==> config.mk <==
export PLATFORM = sky130hd
export DESIGN_NAME = bump_region_allocator
export DESIGN_NICKNAME = d
export VERILOG_FILES = /design/src/design/bra_pkg.sv /design/src/design/bra_alloc_core.sv /design/src/design/bump_region_allocator.sv
export SDC_FILE = /design/constraint.sdc
export NUM_CORES = 1
export LEC_CHECK = 0
export ABC_AREA = 1
export BUFFER_PORTS_ARGS = -buffer_cell sky130_fd_sc_hd__buf_2
export CORE_UTILIZATION = 42
export DETAILED_ROUTE_END_ITERATION = 16
export GPL_TIMING_DRIVEN = 0
export PLACE_DENSITY = 0.67
export REMOVE_ABC_BUFFERS = 1
export SLEW_MARGIN = 20
export SYNTH_ARGS = -nofsm -noshare
export SYNTH_HDL_FRONTEND = slang
export SYNTH_HIERARCHICAL = 1
export SYNTH_SLANG_ARGS = --single-unit
==> constraint.sdc <==
create_clock -name clk -period 11.1 [get_ports clk]
set_clock_uncertainty 0.15 [all_clocks]
set_input_delay 1.11 -clock clk [delete_from_list [all_inputs] [get_ports clk]]
set_output_delay 1.11 -clock clk [all_outputs]
set_load 0.02 [all_outputs]
==> src/design/bra_pkg.sv <==
// Types and constants of the bump region allocator.
package bra_pkg;

  localparam int DEFAULT_ADDR_BITS = 32;
  localparam int FIELD_W = 32;
  localparam int ALIGN_W = 17;
  localparam int CFG_IDX_W = 1;

  localparam logic [CFG_IDX_W-1:0] REG_BASE = 1'b0;
  localparam logic [CFG_IDX_W-1:0] REG_SIZE = 1'b1;

  typedef enum logic [1:0] {
    ACT_ALLOC   = 2'd0,
    ACT_REALLOC = 2'd1,
    ACT_DEALLOC = 2'd2
  } action_t;

  typedef enum logic [1:0] {
    ST_OK       = 2'd0,
    ST_BADALIGN = 2'd1,
    ST_NOSPACE  = 2'd2
  } status_t;

  typedef struct packed {
    action_t              action;
    logic [FIELD_W-1:0]   request_size;
    logic [ALIGN_W-1:0]   alignment;
    logic [FIELD_W-1:0]   block_addr;
    logic [FIELD_W-1:0]   block_size;
  } req_t;

  typedef struct packed {
    status_t              status;
    logic [FIELD_W-1:0]   result_addr;
    logic [FIELD_W-1:0]   result_size;
    logic                 moved;
  } res_t;

endpackage

==> src/design/bra_alloc_core.sv <==
// Request decode and pointer arithmetic for one allocator word.
module bra_alloc_core import bra_pkg::*; #(
  parameter int ADDR_BITS = DEFAULT_ADDR_BITS
) (
  input  req_t                 req,
  input  logic [ADDR_BITS-1:0] next_free,
  input  logic [ADDR_BITS-1:0] region_end,
  output res_t                 res_nxt,
  output logic                 nf_we,
  output logic [ADDR_BITS-1:0] nf_nxt
);

  localparam int AW = ADDR_BITS;
  localparam int CW = (AW > FIELD_W) ? AW : FIELD_W;

  logic [63:0]        baddr64, bsize64, size64, mask64, aligned64;
  logic [AW-1:0]      baddr_a, bsize_a, size_a, mask_a;
  logic [ALIGN_W-1:0] align_m1;
  logic               pow2;
  logic [AW-1:0]      pad, aligned, room_cur, room_al, room_a, last_sum;
  logic               alloc_ok, grow_ok, is_last;
  logic               do_alloc, alloc_moved;

  always_comb begin
    baddr64   = 64'(req.block_addr);
    bsize64   = 64'(req.block_size);
    size64    = 64'(req.request_size);
    align_m1  = req.alignment - ALIGN_W'(1);
    mask64    = 64'(align_m1);
    baddr_a   = baddr64[AW-1:0];
    bsize_a   = bsize64[AW-1:0];
    size_a    = size64[AW-1:0];
    mask_a    = mask64[AW-1:0];
    pow2      = (req.alignment != '0) && ((req.alignment & align_m1) == '0);

    pad       = (AW'(0) - next_free) & mask_a;
    room_cur  = region_end - next_free;
    aligned   = next_free + pad;
    room_al   = room_cur - pad;
    alloc_ok  = (next_free <= region_end) && (pad <= room_cur) &&
                (CW'(req.request_size) <= CW'(room_al));
    aligned64 = 64'(aligned);

    room_a    = region_end - baddr_a;
    grow_ok   = (baddr_a <= region_end) && (CW'(req.request_size) <= CW'(room_a));
    last_sum  = baddr_a + bsize_a;
    is_last   = (last_sum == next_free);
  end

  always_comb begin
    res_nxt     = '0;
    nf_we       = 1'b0;
    nf_nxt      = next_free;
    do_alloc    = 1'b0;
    alloc_moved = 1'b0;
    unique case (req.action)
      ACT_ALLOC, ACT_REALLOC: begin
        if (!pow2) begin
          res_nxt.status = ST_BADALIGN;
        end else if (req.action == ACT_ALLOC || req.block_addr == '0) begin
          do_alloc = 1'b1;
        end else if ((req.block_addr & FIELD_W'(align_m1)) != '0) begin
          do_alloc    = 1'b1;
          alloc_moved = 1'b1;
        end else if (!is_last) begin
          if (req.request_size <= req.block_size) begin
            res_nxt.result_addr = req.block_addr;
            res_nxt.result_size = req.request_size;
          end else begin
            do_alloc    = 1'b1;
            alloc_moved = 1'b1;
          end
        end else if (grow_ok) begin
          res_nxt.result_addr = baddr64[FIELD_W-1:0];
          res_nxt.result_size = req.request_size;
          nf_we               = 1'b1;
          nf_nxt              = baddr_a + size_a;
        end else begin
          res_nxt.status = ST_NOSPACE;
        end
        if (do_alloc) begin
          if (alloc_ok) begin
            res_nxt.result_addr = aligned64[FIELD_W-1:0];
            res_nxt.result_size = req.request_size;
            res_nxt.moved       = alloc_moved;
            nf_we               = 1'b1;
            nf_nxt              = aligned + size_a;
          end else begin
            res_nxt.status = ST_NOSPACE;
          end
        end
      end
      ACT_DEALLOC: begin
        if (is_last) begin
          nf_we  = 1'b1;
          nf_nxt = baddr_a;
        end
      end
      default: begin
      end
    endcase
  end

endmodule

==> src/design/bump_region_allocator.sv <==
// Bump region allocator top level: config registers, pipeline and pointer.
//
// Usage: program region_base (index 0) and region_size (index 1) on the cfg
// port while idle; writing region_base also reloads the next-free pointer.
// Requests (alloc, realloc, dealloc) enter on the in_ valid/ready channel,
// one word per cycle while in_ready is high. Each request produces exactly
// one word on the out_ channel, in order, with status, address, size and
// the moved flag. A word accepted on in_ is registered in the input
// register, evaluated against the next-free pointer and registered in the
// output register, which drives out_. Throughput is one word per cycle
// while out_ready stays high; the next-free pointer updates in the same
// cycle its word moves to the output register, so back-to-back words
// see it at once. If the receiver holds out_ready low, the output word
// holds, the input register fills and in_ready drops until the output
// drains. Reset (synchronous, rst_n low) clears both config registers,
// the pointer and all valid flags; the region is then empty at address
// zero.
module bump_region_allocator import bra_pkg::*; #(
  parameter int ADDR_BITS = DEFAULT_ADDR_BITS
) (
  input  logic                  clk,
  input  logic                  rst_n,
  input  logic                  cfg_wr_en,
  input  logic [CFG_IDX_W-1:0]  cfg_index,
  input  logic [FIELD_W-1:0]    cfg_wdata,
  input  logic                  in_valid,
  output logic                  in_ready,
  input  logic [1:0]            in_action,
  input  logic [FIELD_W-1:0]    in_request_size,
  input  logic [ALIGN_W-1:0]    in_alignment,
  input  logic [FIELD_W-1:0]    in_block_addr,
  input  logic [FIELD_W-1:0]    in_block_size,
  output logic                  out_valid,
  input  logic                  out_ready,
  output logic [1:0]            out_status,
  output logic [FIELD_W-1:0]    out_result_addr,
  output logic [FIELD_W-1:0]    out_result_size,
  output logic                  out_moved
);

  localparam int AW = ADDR_BITS;

  logic [FIELD_W-1:0] base_r, size_r;
  logic [AW-1:0]      end_r, end_nxt, nf_r, nf_nxt;
  logic [63:0]        base64, size64, wdata64;
  logic [AW:0]        end_sum;
  logic               s1_v_r, out_v_r, s1_adv, nf_we;
  req_t               req_r;
  res_t               res_r, res_nxt;

  always_comb begin
    base64  = 64'(base_r);
    size64  = 64'(size_r);
    wdata64 = 64'(cfg_wdata);
    end_sum = {1'b0, base64[AW-1:0]} + {1'b0, size64[AW-1:0]};
    end_nxt = end_sum[AW] ? '1 : end_sum[AW-1:0];
  end

  assign s1_adv   = s1_v_r && (!out_v_r || out_ready);
  assign in_ready = !s1_v_r || s1_adv;

  bra_alloc_core #(.ADDR_BITS(ADDR_BITS)) u_core (
    .req        (req_r),
    .next_free  (nf_r),
    .region_end (end_r),
    .res_nxt    (res_nxt),
    .nf_we      (nf_we),
    .nf_nxt     (nf_nxt)
  );

  always_ff @(posedge clk) begin
    if (!rst_n) begin
      base_r  <= '0;
      size_r  <= '0;
      end_r   <= '0;
      nf_r    <= '0;
      s1_v_r  <= 1'b0;
      out_v_r <= 1'b0;
    end else begin
      end_r <= end_nxt;
      if (cfg_wr_en && cfg_index == REG_BASE) begin
        base_r <= cfg_wdata;
        nf_r   <= wdata64[AW-1:0];
      end else if (s1_adv && nf_we) begin
        nf_r <= nf_nxt;
      end
      if (cfg_wr_en && cfg_index == REG_SIZE) begin
        size_r <= cfg_wdata;
      end
      if (in_valid && in_ready) begin
        s1_v_r <= 1'b1;
      end else if (s1_adv) begin
        s1_v_r <= 1'b0;
      end
      if (s1_adv) begin
        out_v_r <= 1'b1;
      end else if (out_ready) begin
        out_v_r <= 1'b0;
      end
    end
  end

  always_ff @(posedge clk) begin
    if (in_valid && in_ready) begin
      req_r.action       <= action_t'(in_action);
      req_r.request_size <= in_request_size;
      req_r.alignment    <= in_alignment;
      req_r.block_addr   <= in_block_addr;
      req_r.block_size   <= in_block_size;
    end
    if (s1_adv) begin
      res_r <= res_nxt;
    end
  end

  assign out_valid       = out_v_r;
  assign out_status      = res_r.status;
  assign out_result_addr = res_r.result_addr;
  assign out_result_size = res_r.result_size;
  assign out_moved       = res_r.moved;

endmodule

==> metrics.txt, run 1 <==
status finished, final reports clean; ys async rst share 0; GRT Util Overall 0.303; initial core utilization 0.425; Syn Area/Cell approximately 6.7 um2; cts-stage hold buffer count 0; area added between synthesis and finish 11.0%; grt total ovfl 0; vias in the first global route approximately 30k; Synthesis Warnings 6; PortBufs about 220; CTS buffer count 40; Inst Count DP 5629; Clock Tree Buf Depth 3; Lkg Pwr between 15 and 20 nW; final net count 5203; via count 31.5k; class of the most critical setup path register to register; Clk network pwr share 0.276; latest clock arrival within the worst-skew pair 0.60 ns; crit path max fanout 70; PwrDens 136 nW/um2; largest net degree at the start of global routing 89; antenna-violating nets left 0; met2 WL ~54000 um; WL/cell 20.2 um; clock root buffer clkbuf_16; Power Internal ~2.7 mW; met1 WL 48600 um; Net Sw Power ~1.9 mW; die footprint around 74000 um2; flops & latches, synth about 310; Tcrit/Tclk final 0.945; DR pass1 iterations 8; DR iter-0 viols about 2.6k; row count around 100; Setup Viol. Count Final 0; number of enable flip-flop cells after synthesis 182; Comb pwr share 0.421; Netlist cell types 70; slowest CP cell nor4b_1; Hold Vio Cnt, Final 0; Worst Max-Slew Pin Slew between 1 and 1.5 ns; # IOs 222; Syn Std Cell Area 30500 um2; Synth Instances 4543; power share of the sequential group 0.304; Die W approximately 270 um; Final Non-Filler Cells approximately 5.7k; startpoint type of the worst setup path register; GP Congestion just under 1; Reg clk slew, reported paths about 0.06 ns; die height ~270 um; CTS tree built; RSZ-0062 raised after global routing no; ys flop type edfxtp_1; met3 WL 7750 um; Place WS between 0.7 and 0.8 ns; Vias/cell roughly 5.5; Max VDD drop between 0.1 and 0.15 mV; final design utilization 0.472; crit-path max cell delay 0.68 ns; CP Data Required Time 11.36 ns; Worst setup EP type register; total of max-cap violations 0; share of layout cells above drive strength 1 0.0838; routed wire length 115000 um; Max Freq 0.0953 GHz; Residual DRC 0; top layer in use met4; TritonCTS Sinks 312; fin crit period 10.49 ns; Final WS setup between 0.6 and 0.7 ns; worst hold path type register to register; Slew Limit Fails 0; DPL Wire Length ~94000 um; core footprint 71700 um2; Worst EP arrival approximately 11 ns; Switching Share 0.410; max_slew headroom 0.277; Fill cells roughly 7.5k; htree depth 2; first-pass GRT wire length between 150000 and 200000 um; antenna violations before repair 1; TNS Setup 0 ns; sequential share of the synthesized area 0.264
## repair_timing
action	4_1_cts	5_1_grt
setup buffers	0	0
setup endpoints to repair	0	10
gates resized for setup	0	1
## cells by family after synthesis
family                     count (synthesis)  share of synthesized area
DFF                                      312                      0.264
and+or+nand+nor                         2171                      0.303
adders and majority gates                329                      0.137
xor gates and xnor gates                 194                     0.0568
AOI/OAI and AO/OA                        818                      0.147
buffers and inverters                    719                     0.0927
## critical path: cells and delay by family, from the launching register on
kind | cells | cell delay, ns
AO/OA/AOI/OAI | 8 | 1.17
XOR/XNOR | 1 | 0.16
adder cells (fa/ha/maj) | 3 | 0.96
buffers and inverters | 4 | 1.55
flip-flops | 1 | 0.46
AND/OR/NAND/NOR | 27 | 5.73
## power by group through the flow
stage	combinational, mW	sequential (mW)	clock (mW)
global placement	1.87	1.42	0
floorplan	1.39	1.38	0
detailed placement	1.89	1.41	0
global route	2.15	1.40	1.34
finish	1.93	1.39	1.27
CTS	1.90	1.39	1.30
## synth_stat cells, drive strengths merged (7+ instances only)
cell type / instances / area (um2)
nand2: 1247 / 4740
a211oi: 10 / 75.1
o21ai: 303 / 1520
xnor2: 83 / 727
nand4: 87 / 544
o21a: 12 / 90.1
nor2: 429 / 1670
a21o: 17 / 128
or2: 14 / 87.6
o22ai: 17 / 106
nand3: 280 / 1440
buf: 45 / 293
dfxtp: 130 / 2600
a21oi: 352 / 1780
edfxtp: 182 / 5470
fa: 7 / 140
clkinv: 8 / 30.0
ha: 322 / 4030
clkbuf: 50 / 190
a31oi: 46 / 288
a21boi: 8 / 60.1
inv: 616 / 2310
nor4: 22 / 144
and2: 7 / 43.8
o211ai: 14 / 105
nand3b: 17 / 128
nor3: 56 / 322
o21bai: 10 / 75.1
xor2: 109 / 962
nor3b: 7 / 72.6
## flip-flops by register name, summed over array words and instances (netlist names)
name / cells
out_moved: 1
end_r: 32
size_r: 32
out_result_addr: 32
base_r: 32
out_result_size: 32
out_status: 2
out_valid: 1
req_r: 115
nf_r: 32
s1_v_r: 1
## stage by stage
| stage | hold WS [ns] | power, mW | cell area, um2 |
|---|---|---|---|
| 2_1_floorplan | 0.295 | 2.77 | 30000 |
| 3_3_place_gp | 0.303 | 3.29 | 32300 |
| 3_5_place_dp | 0.308 | 3.31 | 32600 |
| 4_1_cts | 0.318 | 4.59 | 33900 |
| 5_1_grt | 0.339 | 4.89 | 33900 |
| 6_report | 0.317 | 4.59 | 33900 |
## area by class of cell
cell class,count,area (um2),area share
multi-input combinational,3512,19700,0.580
clock inverter,23,160,0.00473
sequential,312,8070,0.238
clock buffer,49,1090,0.0321
timing repair buffer,231,1340,0.0395
inverter,624,2360,0.0697
antenna,2,5.00,0.000148
tap,950,1190,0.0351
## cells in the final DEF (no fill, tap or decap), drive strengths merged, types with 22 or more instances in the layout
master     n
nand2   1247
inv      621
nor2     429
a21oi    352
ha       322
o21ai    303
nand3    280
buf      231
edfxtp   182
dfxtp    130
xor2     109
nand4     87
xnor2     83
nor3      56
clkbuf    49
a31oi     46
nor4      22
clkinv    22
## worst paths after layout
check	from	end	slack [ns]	depth (start not counted)
min reg2reg	base_r[10]	base_r[10]	0.32	2
max	nf_r[1]	nf_r[2]	0.61	43
max reg2reg	nf_r[1]	nf_r[2]	0.61	43
min	base_r[10]	base_r[10]	0.32	2
## routing by layer
metal  vias to the layer above  global-route usage
li1                      15500                   -
met1                     14600               0.387
met2                      1195               0.519
met3                       233              0.0352
met4                         0               0.120
met5                         -                   0
(Power assumes the default switching activity.)
==> inputs of run 2 (changes only) <==
- CELL_PAD_IN_SITES_DETAIL_PLACEMENT: not set -> 0
- CELL_PAD_IN_SITES_GLOBAL_PLACEMENT: not set -> 1
- PLACE_DENSITY: 0.67 -> 0.86
- SYNTH_HIERARCHICAL: 1 -> not set
==> run 2 against run 1 <==
  * Largest cell class unchanged
  * First-iteration DRC count shrank 16%
  * Core utilization grew 0.18 points
  * Die area shrank 4.1%
  * Sequential power is essentially flat
  * Clock power shrank 4%
  * Synthesized cell count shrank 5.7%
  * Wire length shrank 10%
  * Fmax grew 21%
  * Design area shrank 3.9%
==> metrics.txt, run 2 <==
status finished, final reports clean; Max Freq 0.115 GHz (+21%); via count 28.7k (-9.1%); most frequent cells in the layout nand2_1 (1197), inv_1 (580), nor2_1 (428); leading cell type in the layout, fill and taps excluded nand2_1; r2r startpoint req_r[67]; Net Sw Power 1.81 mW (-4.1%); startpoint type of the worst setup path register; top layer in use met4; top-area cell type share of the netlist area 0.187 (+0.00778); PortBufs 221 (unchanged); most common cell in the synthesized netlist nand2_1; Hold Vio Cnt, Final 0 (unchanged); Worst EP arrival 9.03 ns (-1.71 ns); reg2reg path depth 36 (-16%); Hold EP base_r[30]; flops & latches, synth 312 (unchanged); ys flop type edfxtp_1; Synthesis Warnings 0 (-6); met2 WL 47300 um (-12%); slowest CP cell inv_2; Die W 266 um (-2.1%); routed wire length 104000 um (-10%); Vias/cell 5.28 (-4.4%); met1 WL 46400 um (-4.7%); initial core utilization 0.426 (about the same); clock root buffer clkbuf_16; DPL Wire Length 85800 um (-8.9%); Ant. Diodes 0 (-2); GP Congestion 0.979 (-0.85%); Top reg by flops req_r; grt total ovfl 0 (unchanged); TNS Setup 0 ns (unchanged); cts-stage hold buffer count 0 (unchanged); Setup Fix Bufs, Post-CTS 0 (unchanged); Syn Std Cell Area 29200 um2 (-4.2%); power share of the sequential group 0.310 (+0.006); CTS resizes 0 (unchanged); crit path max fanout 58 (-17%); Tcrit/Tclk final 0.783 (-0.162); Clock Tree Buf Depth 3 (unchanged); Clk network pwr share 0.271 (-0.005); sequential share of the synthesized area 0.276 (+0.0115); Fill cells 7292 (-2.5%); CTS buffer count 38 (-5.0%); WL/cell 19.1 um (-5.5%); Max VDD drop 0.0874 mV (-34%); share of layout cells above drive strength 1 0.0821 (-0.00170); met3 WL 6260 um (-19%); CTS tree built; start point of the worst hold path base_r[30]; Worst Max-Slew Pin Slew 1.15 ns (+0.0655 ns); top post-synthesis cells by count nand2_1 (1198), inv_1 (584), nor2_1 (430); area added between synthesis and finish 11.3%; class of the most critical setup path register to register; Residual DRC 0 (unchanged); Design Power 4.51 mW (-1.8%); Setup Viol. Count Final 0 (unchanged); htree depth 2 (unchanged); Post-Layout Inst Area 32600 um2 (-3.9%); antenna-violating nets left 0 (unchanged); antenna violations before repair 0 (-1); cell taking the most area after synthesis edfxtp_1; area of placed instances 31400 um2 (-3.8%); DR pass1 iterations 5 (-3); r2r setup slk 2.41 ns (+1.80 ns); Slew Limit Fails 0 (unchanged); vias in the first global route 27.4k (-8.4%); ys async rst share 0 (unchanged); PwrDens 138 nW/um2 (+2.1%); Largest register FFs 115 (unchanged); number of enable flip-flop cells after synthesis 182 (unchanged); first-pass GRT wire length 154000 um (-9.4%); Lkg Pwr 16.3 nW (-1.4%); CP Data Required Time 11.44 ns (+0.08 ns); GRT Util Overall 0.288 (-0.0149); top cells by area, synth edfxtp_1 (19%), nand2_1 (15%), ha_1 (14%); TritonCTS Sinks 312 (unchanged); total of max-cap violations 0 (unchanged); largest net degree at the start of global routing 76 (-15%); die height 266 um (-2.1%); Syn Area/Cell 6.83 um2 (+1.7%); max_slew headroom 0.223 (-0.0537); core footprint 68700 um2 (-4.2%); row count 96 (-2.0%); Reg clk slew, reported paths 0.07 ns (about the same); DR iter-0 viols 2230 (-16%); final design utilization 0.474 (+0.00178); final net count 4958 (-4.7%); most common cell type on the critical path nand2_1; crit-path max cell delay 0.95 ns (+0.27 ns); Netlist cell types 65 (-7.1%); RSZ-0062 raised after global routing no; Synth Instances 4283 (-5.7%); Worst setup EP type register; fin crit period 8.69 ns (-1.80 ns); Critical R2R Capture nf_r[31]; die footprint 70700 um2 (-4.1%); # IOs 222 (unchanged); Switching Share 0.401 (-0.00936); worst hold stages 2 (unchanged); Power Internal 2.70 mW (-0.29%); latest clock arrival within the worst-skew pair 0.57 ns (-0.03 ns); worst hold path type register to register; Comb pwr share 0.419 (-0.002)
[run 2: cell count changes in the layout (fill, tap and decap cells not counted), moves of 9 or more]
cell	delta
a21oi_1	+17
a31oi_1	-22
inv_1	-16
nand2_1	-27
nand2_2	-9
nand3_1	-62
nand4_1	-29
nor2_1	+23
o21ai_0	-123
o22ai_1	-13
xor2_1	+17
[run 2: cell families (layout without fill, tap and decap cells)]
kind of cell | count (synthesis) | in the layout | share of synthesized area
AOI/OAI and AO/OA | 689 | 689 | 0.131
DFF | 312 | 312 | 0.276
adders and majority gates | 335 | 335 | 0.145
and+or+nand+nor | 2052 | 2052 | 0.293
buffers and inverters | 679 | 892 | 0.0900
xor gates and xnor gates | 216 | 216 | 0.0647
[run 2: area by class of cell]
type	count	area (um2)	share of cell area
clock inverters	14	125	0.00384
well taps	931	1160	0.0358
flip-flops and latches	312	8070	0.248
clock buffers	52	1070	0.0327
inverters	596	2240	0.0689
multi-input cells	3292	18600	0.570
repair buffers	230	1320	0.0404
[run 2: how the worst max path moves through the flow]
stage,cells past startpoint,slack [ns],start,end
2_1_floorplan,36,4.62,req_r[66],nf_r[5]
3_3_place_gp,9,1.66,out_ready,nf_r[23]
3_5_place_dp,36,2.51,req_r[67],nf_r[31]
4_1_cts,36,2.44,req_r[67],nf_r[31]
5_1_grt,36,1.80,req_r[67],nf_r[31]
6_report,36,2.41,req_r[67],nf_r[31]
[run 2: routing by layer]
layer | global-route usage | up-vias
met5 | 0 | -
met4 | 0.102 | 0
met3 | 0.0276 | 154
met2 | 0.482 | 847
met1 | 0.386 | 13200
li1 | - | 14500
[run 2: worst max-delay path, delay by kind of cell (launching register included)]
family,cells,cell delay (ns)
AO/OA/AOI/OAI,4,1.43
buffers and inverters,5,1.31
adder cells (fa/ha/maj),3,1.03
flip-flops,1,0.44
XOR/XNOR,1,0.15
AND/OR/NAND/NOR,23,3.99
[run 2: power by group through the flow]
| stage | clock network (mW) | logic, mW | registers, mW |
|---|---|---|---|
| 5_1_grt | 1.28 | 2.13 | 1.40 |
| 2_1_floorplan | 0 | 1.38 | 1.38 |
| 3_3_place_gp | 0 | 1.83 | 1.42 |
| 3_5_place_dp | 0 | 1.86 | 1.41 |
| 6_report | 1.22 | 1.89 | 1.40 |
| 4_1_cts | 1.24 | 1.87 | 1.39 |
[run 2: stage by stage]
stage	setup slack, ns	cells	hold WS, ns
5_1_grt	1.80	5427	0.332
3_5_place_dp	2.51	5361	0.307
2_1_floorplan	4.62	4200	0.295
3_3_place_gp	1.66	5352	0.302
6_report	2.41	5427	0.315
4_1_cts	2.44	5427	0.318
